### src/sv/rac_pkg.sv
// Shared types and constants of the rotating actuator crossfade block.
package rac_pkg;

	localparam int ELAPSED_W = 16;
	localparam int CHANNEL_W = 4;
	localparam int LEVEL_W = 8;
	localparam int FREQ_W = 16;
	localparam int PHASE_W = 32;
	localparam int ACC_W = 40;
	localparam int MPLIER_W = 16;
	localparam int PADDR_W = 3;
	localparam int PDATA_W = 32;

	localparam int LOG2_OUTPUTS_DEF = 2;

	localparam logic [MPLIER_W-1:0] PHASE_PER_MS_HZ = 16'd16777;
	localparam logic [LEVEL_W-1:0] INTENSITY_RST = 8'd0;
	localparam logic [FREQ_W-1:0] FREQ_RST = 16'd256;

	// Register index, taken from paddr[2].
	localparam logic REG_INTENSITY = 1'b0;
	localparam logic REG_FREQ = 1'b1;

	typedef struct packed {
		logic start;
		logic [ACC_W-1:0] mcand;
		logic [MPLIER_W-1:0] mplier;
	} mul_req_t;

	typedef struct packed {
		logic busy;
		logic done;
		logic [ACC_W-1:0] prod;
	} mul_rsp_t;

endpackage

### src/sv/rac_if.sv
// Request channel interfaces of the rotating actuator crossfade block.
interface rac_tick_if;
	logic valid;
	logic ready;
	logic [rac_pkg::ELAPSED_W-1:0] elapsed_ms;

	modport source(output valid, output elapsed_ms, input ready);
	modport sink(input valid, input elapsed_ms, output ready);
endinterface

interface rac_result_if;
	logic valid;
	logic ready;
	logic [rac_pkg::CHANNEL_W-1:0] channel;
	logic [rac_pkg::LEVEL_W-1:0] level;
	logic changed;
	logic last;

	modport source(output valid, output channel, output level, output changed, output last,
		input ready);
	modport sink(input valid, input channel, input level, input changed, input last,
		output ready);
endinterface

### src/sv/rotating_actuator_crossfade_top.sv
// Top level of the rotating actuator crossfade: phase accumulator and two-actuator panning.
//
//  Channel   Direction  Payload                          Handshake
//  tick      in         elapsed_ms[15:0]                 valid / ready
//  result    out        channel, level, changed, last    valid / ready
//  apb       in         paddr[2:0], pwdata[31:0]         psel, penable, pwrite, pready = 1
//
// The time a request takes is set by the single shift-add multiplier, which retires one
// multiplier bit per cycle and is used three times per request: elapsed_ms * frequency,
// that product * 16777, and intensity * fraction.
// Reset clears the phase, the previous levels and both registers to their reset values.
// A stalled result holds in the output register; the next tick is accepted from the cycle
// after the final result of the current one has been loaded into that register.
module rotating_actuator_crossfade_top #(
	parameter int LOG2_OUTPUTS = rac_pkg::LOG2_OUTPUTS_DEF
) (
	input  logic clk,
	input  logic arst_n,
	rac_tick_if.sink tick,
	rac_result_if.source result,
	input  logic psel,
	input  logic penable,
	input  logic pwrite,
	input  logic [rac_pkg::PADDR_W-1:0] paddr,
	input  logic [rac_pkg::PDATA_W-1:0] pwdata,
	output logic [rac_pkg::PDATA_W-1:0] prdata,
	output logic pready
);

	localparam int NUM_OUTPUTS = 1 << LOG2_OUTPUTS;
	localparam int FRAC_BITS = rac_pkg::PHASE_W - LOG2_OUTPUTS;
	localparam logic [LOG2_OUTPUTS-1:0] IDX_LAST = '1;

	typedef enum logic [2:0] {
		ST_IDLE,
		ST_MUL_FREQ,
		ST_MUL_CONST,
		ST_PHASE,
		ST_MUL_LEVEL,
		ST_EMIT
	} state_t;

	// Configuration registers. Write them only while idle; the block does not check.
	logic [rac_pkg::LEVEL_W-1:0] intensity_q;
	logic [rac_pkg::FREQ_W-1:0] freq_q;

	assign pready = 1'b1;

	always_ff @(posedge clk or negedge arst_n) begin
		if (!arst_n) begin
			intensity_q <= rac_pkg::INTENSITY_RST;
			freq_q <= rac_pkg::FREQ_RST;
		end else if (psel && penable && pwrite && pready) begin
			unique case (paddr[2])
				rac_pkg::REG_INTENSITY: intensity_q <= pwdata[rac_pkg::LEVEL_W-1:0];
				rac_pkg::REG_FREQ: freq_q <= pwdata[rac_pkg::FREQ_W-1:0];
				default: ;
			endcase
		end
	end

	always_comb begin
		unique case (paddr[2])
			rac_pkg::REG_INTENSITY: prdata = rac_pkg::PDATA_W'(intensity_q);
			rac_pkg::REG_FREQ: prdata = rac_pkg::PDATA_W'(freq_q);
			default: prdata = '0;
		endcase
	end

	// Shared multiplier.
	rac_pkg::mul_req_t mul_req_q;
	rac_pkg::mul_rsp_t mul_rsp;

	rac_mul u_mul (
		.clk(clk),
		.arst_n(arst_n),
		.req(mul_req_q),
		.rsp(mul_rsp)
	);

	state_t state_q;
	logic [rac_pkg::PHASE_W-1:0] phase_q;
	logic [rac_pkg::LEVEL_W-1:0] up_q;
	logic [rac_pkg::LEVEL_W-1:0] low_q;
	logic [LOG2_OUTPUTS-1:0] idx_q;
	logic [rac_pkg::LEVEL_W-1:0] prev_q [NUM_OUTPUTS];

	logic out_valid_q;
	logic [rac_pkg::CHANNEL_W-1:0] out_channel_q;
	logic [rac_pkg::LEVEL_W-1:0] out_level_q;
	logic out_changed_q;
	logic out_last_q;

	// The top phase bits name the lower actuator; the next one wraps around the ring.
	logic [LOG2_OUTPUTS-1:0] sector;
	logic [LOG2_OUTPUTS-1:0] sector_next;
	logic [rac_pkg::LEVEL_W-1:0] level_cur;
	logic [rac_pkg::LEVEL_W-1:0] up_prod;
	logic rem_nz;
	logic out_free;

	assign sector = phase_q[rac_pkg::PHASE_W-1:FRAC_BITS];
	assign sector_next = sector + LOG2_OUTPUTS'(1);
	assign out_free = !out_valid_q || result.ready;

	// floor(I*f / span) is the upper share. The lower share floor(I*(span-f) / span) equals
	// I minus the ceiling of the same quotient, which is the upper share plus one whenever
	// the low product bits are not all zero.
	assign up_prod = mul_rsp.prod[FRAC_BITS+rac_pkg::LEVEL_W-1:FRAC_BITS];
	assign rem_nz = |mul_rsp.prod[FRAC_BITS-1:0];

	always_comb begin
		if (idx_q == sector) begin
			level_cur = low_q;
		end else if (idx_q == sector_next) begin
			level_cur = up_q;
		end else begin
			level_cur = '0;
		end
	end

	assign tick.ready = (state_q == ST_IDLE);

	always_ff @(posedge clk or negedge arst_n) begin
		if (!arst_n) begin
			state_q <= ST_IDLE;
			phase_q <= '0;
			up_q <= '0;
			low_q <= '0;
			idx_q <= '0;
			for (int i = 0; i < NUM_OUTPUTS; i++) begin
				prev_q[i] <= '0;
			end
			mul_req_q <= '0;
			out_valid_q <= 1'b0;
			out_channel_q <= '0;
			out_level_q <= '0;
			out_changed_q <= 1'b0;
			out_last_q <= 1'b0;
		end else begin
			mul_req_q.start <= 1'b0;
			if (out_valid_q && result.ready) begin
				out_valid_q <= 1'b0;
			end
			unique case (state_q)
				ST_IDLE: begin
					if (tick.valid) begin
						mul_req_q.start <= 1'b1;
						mul_req_q.mcand <= rac_pkg::ACC_W'(freq_q);
						mul_req_q.mplier <= tick.elapsed_ms;
						state_q <= ST_MUL_FREQ;
					end
				end
				ST_MUL_FREQ: begin
					if (mul_rsp.done) begin
						mul_req_q.start <= 1'b1;
						mul_req_q.mcand <= rac_pkg::ACC_W'(mul_rsp.prod[rac_pkg::PHASE_W-1:0]);
						mul_req_q.mplier <= rac_pkg::PHASE_PER_MS_HZ;
						state_q <= ST_MUL_CONST;
					end
				end
				ST_MUL_CONST: begin
					if (mul_rsp.done) begin
						phase_q <= phase_q + mul_rsp.prod[rac_pkg::PHASE_W-1:0];
						state_q <= ST_PHASE;
					end
				end
				ST_PHASE: begin
					mul_req_q.start <= 1'b1;
					mul_req_q.mcand <= rac_pkg::ACC_W'(phase_q[FRAC_BITS-1:0]);
					mul_req_q.mplier <= rac_pkg::MPLIER_W'(intensity_q);
					state_q <= ST_MUL_LEVEL;
				end
				ST_MUL_LEVEL: begin
					if (mul_rsp.done) begin
						up_q <= up_prod;
						low_q <= intensity_q - up_prod - rac_pkg::LEVEL_W'(rem_nz);
						idx_q <= '0;
						state_q <= ST_EMIT;
					end
				end
				ST_EMIT: begin
					if (out_free) begin
						out_valid_q <= 1'b1;
						out_channel_q <= rac_pkg::CHANNEL_W'(idx_q);
						out_level_q <= level_cur;
						out_changed_q <= (level_cur != prev_q[idx_q]);
						out_last_q <= (idx_q == IDX_LAST);
						prev_q[idx_q] <= level_cur;
						idx_q <= idx_q + LOG2_OUTPUTS'(1);
						if (idx_q == IDX_LAST) begin
							state_q <= ST_IDLE;
						end
					end
				end
				default: state_q <= ST_IDLE;
			endcase
		end
	end

	assign result.valid = out_valid_q;
	assign result.channel = out_channel_q;
	assign result.level = out_level_q;
	assign result.changed = out_changed_q;
	assign result.last = out_last_q;

	// The final result of a run always describes the highest actuator.
	a_last_channel: assert property (@(posedge clk) disable iff (!arst_n)
		(result.valid && result.last) |-> (result.channel == rac_pkg::CHANNEL_W'(IDX_LAST)))
		else $error("last flag on a channel other than the highest");

	// A new multiply request never lands on a multiplier that is still stepping.
	a_mul_free: assert property (@(posedge clk) disable iff (!arst_n)
		mul_req_q.start |-> !mul_rsp.busy)
		else $error("multiplier restarted while busy");

	// The two shares never add up to more than the peak intensity.
	a_share_sum: assert property (@(posedge clk) disable iff (!arst_n)
		(state_q == ST_EMIT) |->
		(({1'b0, low_q} + {1'b0, up_q}) <= {1'b0, intensity_q}))
		else $error("actuator shares exceed intensity");

	// An accepted tick always starts the sequencer.
	a_tick_starts: assert property (@(posedge clk) disable iff (!arst_n)
		(tick.valid && tick.ready) |=> (state_q == ST_MUL_FREQ && mul_req_q.start))
		else $error("accepted tick did not start a multiply");

endmodule

### src/sv/rac_mul.sv
// Shift-add multiplier that retires one multiplier bit per cycle.
module rac_mul (
	input  logic clk,
	input  logic arst_n,
	input  rac_pkg::mul_req_t req,
	output rac_pkg::mul_rsp_t rsp
);

	logic [rac_pkg::ACC_W-1:0] acc_q;
	logic [rac_pkg::ACC_W-1:0] mcand_q;
	logic [rac_pkg::MPLIER_W-1:0] mplier_q;
	logic busy_q;
	logic done_q;

	always_ff @(posedge clk or negedge arst_n) begin
		if (!arst_n) begin
			acc_q <= '0;
			mcand_q <= '0;
			mplier_q <= '0;
			busy_q <= 1'b0;
			done_q <= 1'b0;
		end else begin
			done_q <= 1'b0;
			if (req.start) begin
				acc_q <= '0;
				mcand_q <= req.mcand;
				mplier_q <= req.mplier;
				busy_q <= 1'b1;
			end else if (busy_q) begin
				if (mplier_q[0]) begin
					acc_q <= acc_q + mcand_q;
				end
				mcand_q <= {mcand_q[rac_pkg::ACC_W-2:0], 1'b0};
				mplier_q <= {1'b0, mplier_q[rac_pkg::MPLIER_W-1:1]};
				if (mplier_q[rac_pkg::MPLIER_W-1:1] == '0) begin
					busy_q <= 1'b0;
					done_q <= 1'b1;
				end
			end
		end
	end

	assign rsp.busy = busy_q;
	assign rsp.done = done_q;
	assign rsp.prod = acc_q;

	// The product is reported only once the multiplier has been used up.
	a_done_idle: assert property (@(posedge clk) disable iff (!arst_n)
		done_q |-> (!busy_q && mplier_q == '0))
		else $error("multiplier reported done while still stepping");

endmodule
### src/flat_wrapper.sv
// flat-port wrapper written by rule: the top's interface ports become plain ports
module rotating_actuator_crossfade_top_flat 
#(
	parameter int LOG2_OUTPUTS = rac_pkg::LOG2_OUTPUTS_DEF
)
  (clk, arst_n, psel, penable, pwrite, paddr, pwdata, prdata, pready, tick_valid, tick_elapsed_ms, tick_ready, result_valid, result_channel, result_level, result_changed, result_last, result_ready);
  rac_tick_if tick_i ();
  rac_result_if result_i ();
  input  logic clk;
  input  logic arst_n;
  input  logic psel;
  input  logic penable;
  input  logic pwrite;
  input  logic [rac_pkg::PADDR_W-1:0] paddr;
  input  logic [rac_pkg::PDATA_W-1:0] pwdata;
  output logic [rac_pkg::PDATA_W-1:0] prdata;
  output logic pready;
  input wire logic [$bits(tick_i.valid)-1:0] tick_valid;
  input wire logic [$bits(tick_i.elapsed_ms)-1:0] tick_elapsed_ms;
  output wire logic [$bits(tick_i.ready)-1:0] tick_ready;
  output wire logic [$bits(result_i.valid)-1:0] result_valid;
  output wire logic [$bits(result_i.channel)-1:0] result_channel;
  output wire logic [$bits(result_i.level)-1:0] result_level;
  output wire logic [$bits(result_i.changed)-1:0] result_changed;
  output wire logic [$bits(result_i.last)-1:0] result_last;
  input wire logic [$bits(result_i.ready)-1:0] result_ready;
  assign tick_i.valid = tick_valid;
  assign tick_i.elapsed_ms = tick_elapsed_ms;
  assign tick_ready = tick_i.ready;
  assign result_valid = result_i.valid;
  assign result_channel = result_i.channel;
  assign result_level = result_i.level;
  assign result_changed = result_i.changed;
  assign result_last = result_i.last;
  assign result_i.ready = result_ready;
  rotating_actuator_crossfade_top #(.LOG2_OUTPUTS(LOG2_OUTPUTS)) u_core (.clk(clk), .arst_n(arst_n), .tick(tick_i), .result(result_i), .psel(psel), .penable(penable), .pwrite(pwrite), .paddr(paddr), .pwdata(pwdata), .prdata(prdata), .pready(pready));
endmodule
### config.mk
export PLATFORM = sky130hd
export DESIGN_NAME = rotating_actuator_crossfade_top_flat
export DESIGN_NICKNAME = d
export VERILOG_FILES = /design/src/sv/rac_pkg.sv /design/src/sv/rac_if.sv /design/src/sv/rotating_actuator_crossfade_top.sv /design/src/sv/rac_mul.sv /design/src/flat_wrapper.sv
export SDC_FILE = /design/constraint.sdc
export NUM_CORES = 1
export LEC_CHECK = 0
export ABC_CLOCK_PERIOD_IN_PS = 3800
export BUFFER_PORTS_ARGS = -buffer_cell sky130_fd_sc_hd__buf_2
export CORE_MARGIN = 2
export CORE_UTILIZATION = 50
export CTS_BUF_LIST = sky130_fd_sc_hd__clkbuf_2
export CTS_CLUSTER_DIAMETER = 120
export CTS_CLUSTER_SIZE = 12
export DETAILED_ROUTE_END_ITERATION = 8
export PLACE_DENSITY = 0.73
export SETUP_SLACK_MARGIN = 0.3
export SKIP_LAST_GASP = 1
export SYNTH_ARGS = -nofsm -noshare
export SYNTH_HDL_FRONTEND = slang
export SYNTH_HIERARCHICAL = 1
export SYNTH_SLANG_ARGS = --single-unit
export TNS_END_PERCENT = 10
### constraint.sdc
create_clock -name clk -period 3.8 [get_ports clk]
set_clock_uncertainty 0.05 [all_clocks]
set_input_delay 0.38 -clock clk [delete_from_list [all_inputs] [get_ports clk]]
set_output_delay 0.38 -clock clk [all_outputs]
set_load 0.02 [all_outputs]
==> flow_metrics.tcl <==
set metrics [dict create \
    status "finished clean" \
    placed_area_um2 16440 \
    p_sw_frac 0.2725 \
    cts.clk_slew.worst_paths_ns 0.22 \
    grt_start_max_net_pins 80 \
    syn2layout_area_growth_pct 9.307 \
    viasPerCell 5.889 \
    track_usage 0.2456 \
    grt_pass1_vias 12631 \
    worstMarginPinSlew_ns 1.139 \
    wire_per_inst_um 18.35 \
    leakagePower_nw 8.022 \
    reg2regPathDepth 14 \
    clk_latency_ns 0.96 \
    initial_core_util 0.5094 \
    antenna_found_initial 1 \
    post-place-cells 2111 \
    post_cts_buffers 0 \
    layout.nets 1934 \
    drc_errors 0 \
    max_stage_delay_ns 0.56 \
    cts.root.buffer_cell "clkbuf_2" \
    rsz0062_at_grt "true" \
    dp.final_hpwl_um 27840 \
    core_area_um2 30750 \
    end_kind "flop" \
    cp_max_fo 2 \
    relSlewSlack 0.2301 \
    crit_path_top_delay_cell "fa_1" \
    die-area_um2 32760 \
    final_antenna_net_count 0 \
    cts.path.max_buffers 3 \
    cts_tree "yes" \
    pwr-share-clk 0.261 \
    cts_buffers 26 \
    worstHoldPathCells 4 \
    overflow 0 \
    maxCapViolations 0 \
    crit_chain "or4_4 -> nor3_4 -> nand4_1 -> fa_1 -> inv_1 -> ha_2 -> or2_4 -> fa_2 -> nand2b_4 -> a21oi_4 -> o21bai_1 -> a21oi_1 -> xor2_1 -> o21ai_1" \
    final-setup-viol-count 0 \
    hp-class "input pin to flop" \
    hold_violations 0 \
    ios 107 \
    fill_cells 2772 \
    startpoint_type "flop" \
    switchingPower_mw 1.254 \
    fmax_ghz 0.2657 \
    peakVddDrop_mv 0.2073 \
    cts_sinks 265 \
    die_x_um 181.0 \
    power_frac_comb 0.099 \
    place_ws_ns -0.1024 \
    cp.arrival_ns 4.45 \
    syn-mean-instance-area_um2 9.224 \
    multi_input_area_um2 8412 \
    syn_area_um2 15660 \
    power_density_nw_per_um2 268.9 \
    regArea_um2 6638 \
    ys_warn_count 6 \
    final-instance-count-excl-fill 2196 \
    synth_cells 1698 \
    seq_power_share 0.639 \
    required_ns 4.48 \
    fin_ws_ns 0.03632 \
    vias 12933 \
    die_y_um 181.0 \
    drt_iter0_markers 1149 \
    holdWs_ns 0.07024 \
    stdcell_area_um2 17120 \
    grt_pass1_wl_um 65790 \
    io_buffers 69 \
    fin_crit_ns 3.764 \
    totalWireLength_um 40300 \
    p_int_mw 3.349 \
    drv_slew 0 \
    gp_congestion 0.9387 \
    drive_gt1_frac 0.1246 \
    rows 64 \
    final.period_utilization 0.9904 \
    drtPass1Iterations 8 \
    htree_levels 1 \
    critPathKind "flop to flop" \
]
-- area by class of cell --
class	instances	share of cell area
sequential	265	0.3877
clock buffer	38	0.01111
antenna	2	0.0002923
clock inverter	1	0.0006577
tap	396	0.02894
inverter	62	0.01359
multi-input combinational	1277	0.4913
timing repair buffer	155	0.06636
-- cells in the final DEF (no fill, tap or decap), types with 15 or more instances in the layout --
| master | instances |
|---|---|
| buf_4 | 40 |
| a21o_1 | 33 |
| conb_1 | 25 |
| nand3_1 | 25 |
| xnor2_1 | 48 |
| o21ai_0 | 180 |
| buf_2 | 68 |
| nand4_1 | 15 |
| inv_1 | 61 |
| mux2_2 | 27 |
| dlygate4sd3_1 | 44 |
| clkbuf_2 | 38 |
| a21oi_1 | 118 |
| nand2_1 | 302 |
| dfrtp_1 | 262 |
| ha_1 | 84 |
| nor2_1 | 73 |
| o21bai_1 | 17 |
| xor2_1 | 19 |
| mux2i_1 | 63 |
| a222oi_1 | 35 |
-- worst max-delay path, delay by kind of cell (launching register included) --
kind | cells | cell delay (ns)
xor gates and xnor gates | 1 | 0.15
buffers and inverters | 1 | 0.05
and+or+nand+nor | 5 | 1.32
adders and majority gates | 3 | 1.08
AOI/OAI and AO/OA | 4 | 0.48
DFF | 1 | 0.43
-- through the flow --
stage	setup TNS (ns)	utilization	power [mW]
2_1_floorplan	0	-	3.206
3_3_place_gp	-0.02932	0.5345	3.367
3_5_place_dp	-0.1024	0.5345	3.382
4_1_cts	-0.03441	0.5563	4.637
5_1_grt	-0.06640	0.5568	4.800
6_report	0	0.5568	4.604
-- flip-flops by register name, indices dropped and copies added, names as in the netlist, 2 cells and up --
signal / flops
u_core/u_mul/mcand_q: 38
u_core/result.level: 8
u_core/prev_q: 32
u_core/phase_q: 32
u_core/result.channel: 2
u_core/up_q: 8
u_core/low_q: 8
u_core/state_q: 3
u_core/u_mul/acc_q: 38
u_core/intensity_q: 8
u_core/freq_q: 16
u_core/u_mul/mplier_q: 16
u_core/idx_q: 2
u_core/mul_req_q: 49
-- per-layer routing --
layer	vias to the layer above	routed length [µm]	track usage
met4	0	1092	0.07382
li1	6199	-	-
met5	-	0	0
met3	64	1701	0.02620
met1	6342	17940	0.3348
met2	328	19570	0.4158
-- power groups by stage --
| stage | Clock (mW) | Combinational [mW] | Sequential, mW |
|---|---|---|---|
| 2_1_floorplan | 0 | 0.243 | 2.96 |
| 3_3_place_gp | 0 | 0.381 | 2.99 |
| 3_5_place_dp | 0 | 0.392 | 2.99 |
| 4_1_cts | 1.24 | 0.451 | 2.94 |
| 5_1_grt | 1.35 | 0.504 | 2.95 |
| 6_report | 1.20 | 0.457 | 2.94 |
-- timing repair --
| item | 4_1_cts | 5_1_grt |
|---|---|---|
| pin swaps | 6 | 7 |
| setup endpoints to repair | 3 | 6 |
| hold endpoints to repair | 270 | 0 |
| hold buffers | 44 | 0 |
| resized for setup | 6 | 3 |
-- path summary, 6_finish.rpt --
| check | startpoint | endpoint | slack [ns] |
|---|---|---|---|
| setup reg to reg | u_core/u_mul/acc_q[4] | u_core/low_q[6] | 0.04 |
| hold / removal | penable | u_core/freq_q[11] | 0.07 |
| min in group asynchronous | arst_n | u_core/u_mul/acc_q[36] | 0.55 |
| max in group asynchronous | arst_n | u_core/u_mul/mcand_q[32] | 1.57 |
| setup / recovery | u_core/u_mul/acc_q[4] | u_core/low_q[6] | 0.04 |
| hold reg to reg | u_core/mul_req_q[19] | u_core/u_mul/mcand_q[3] | 0.38 |
Power figures use the tool's default switching activity.
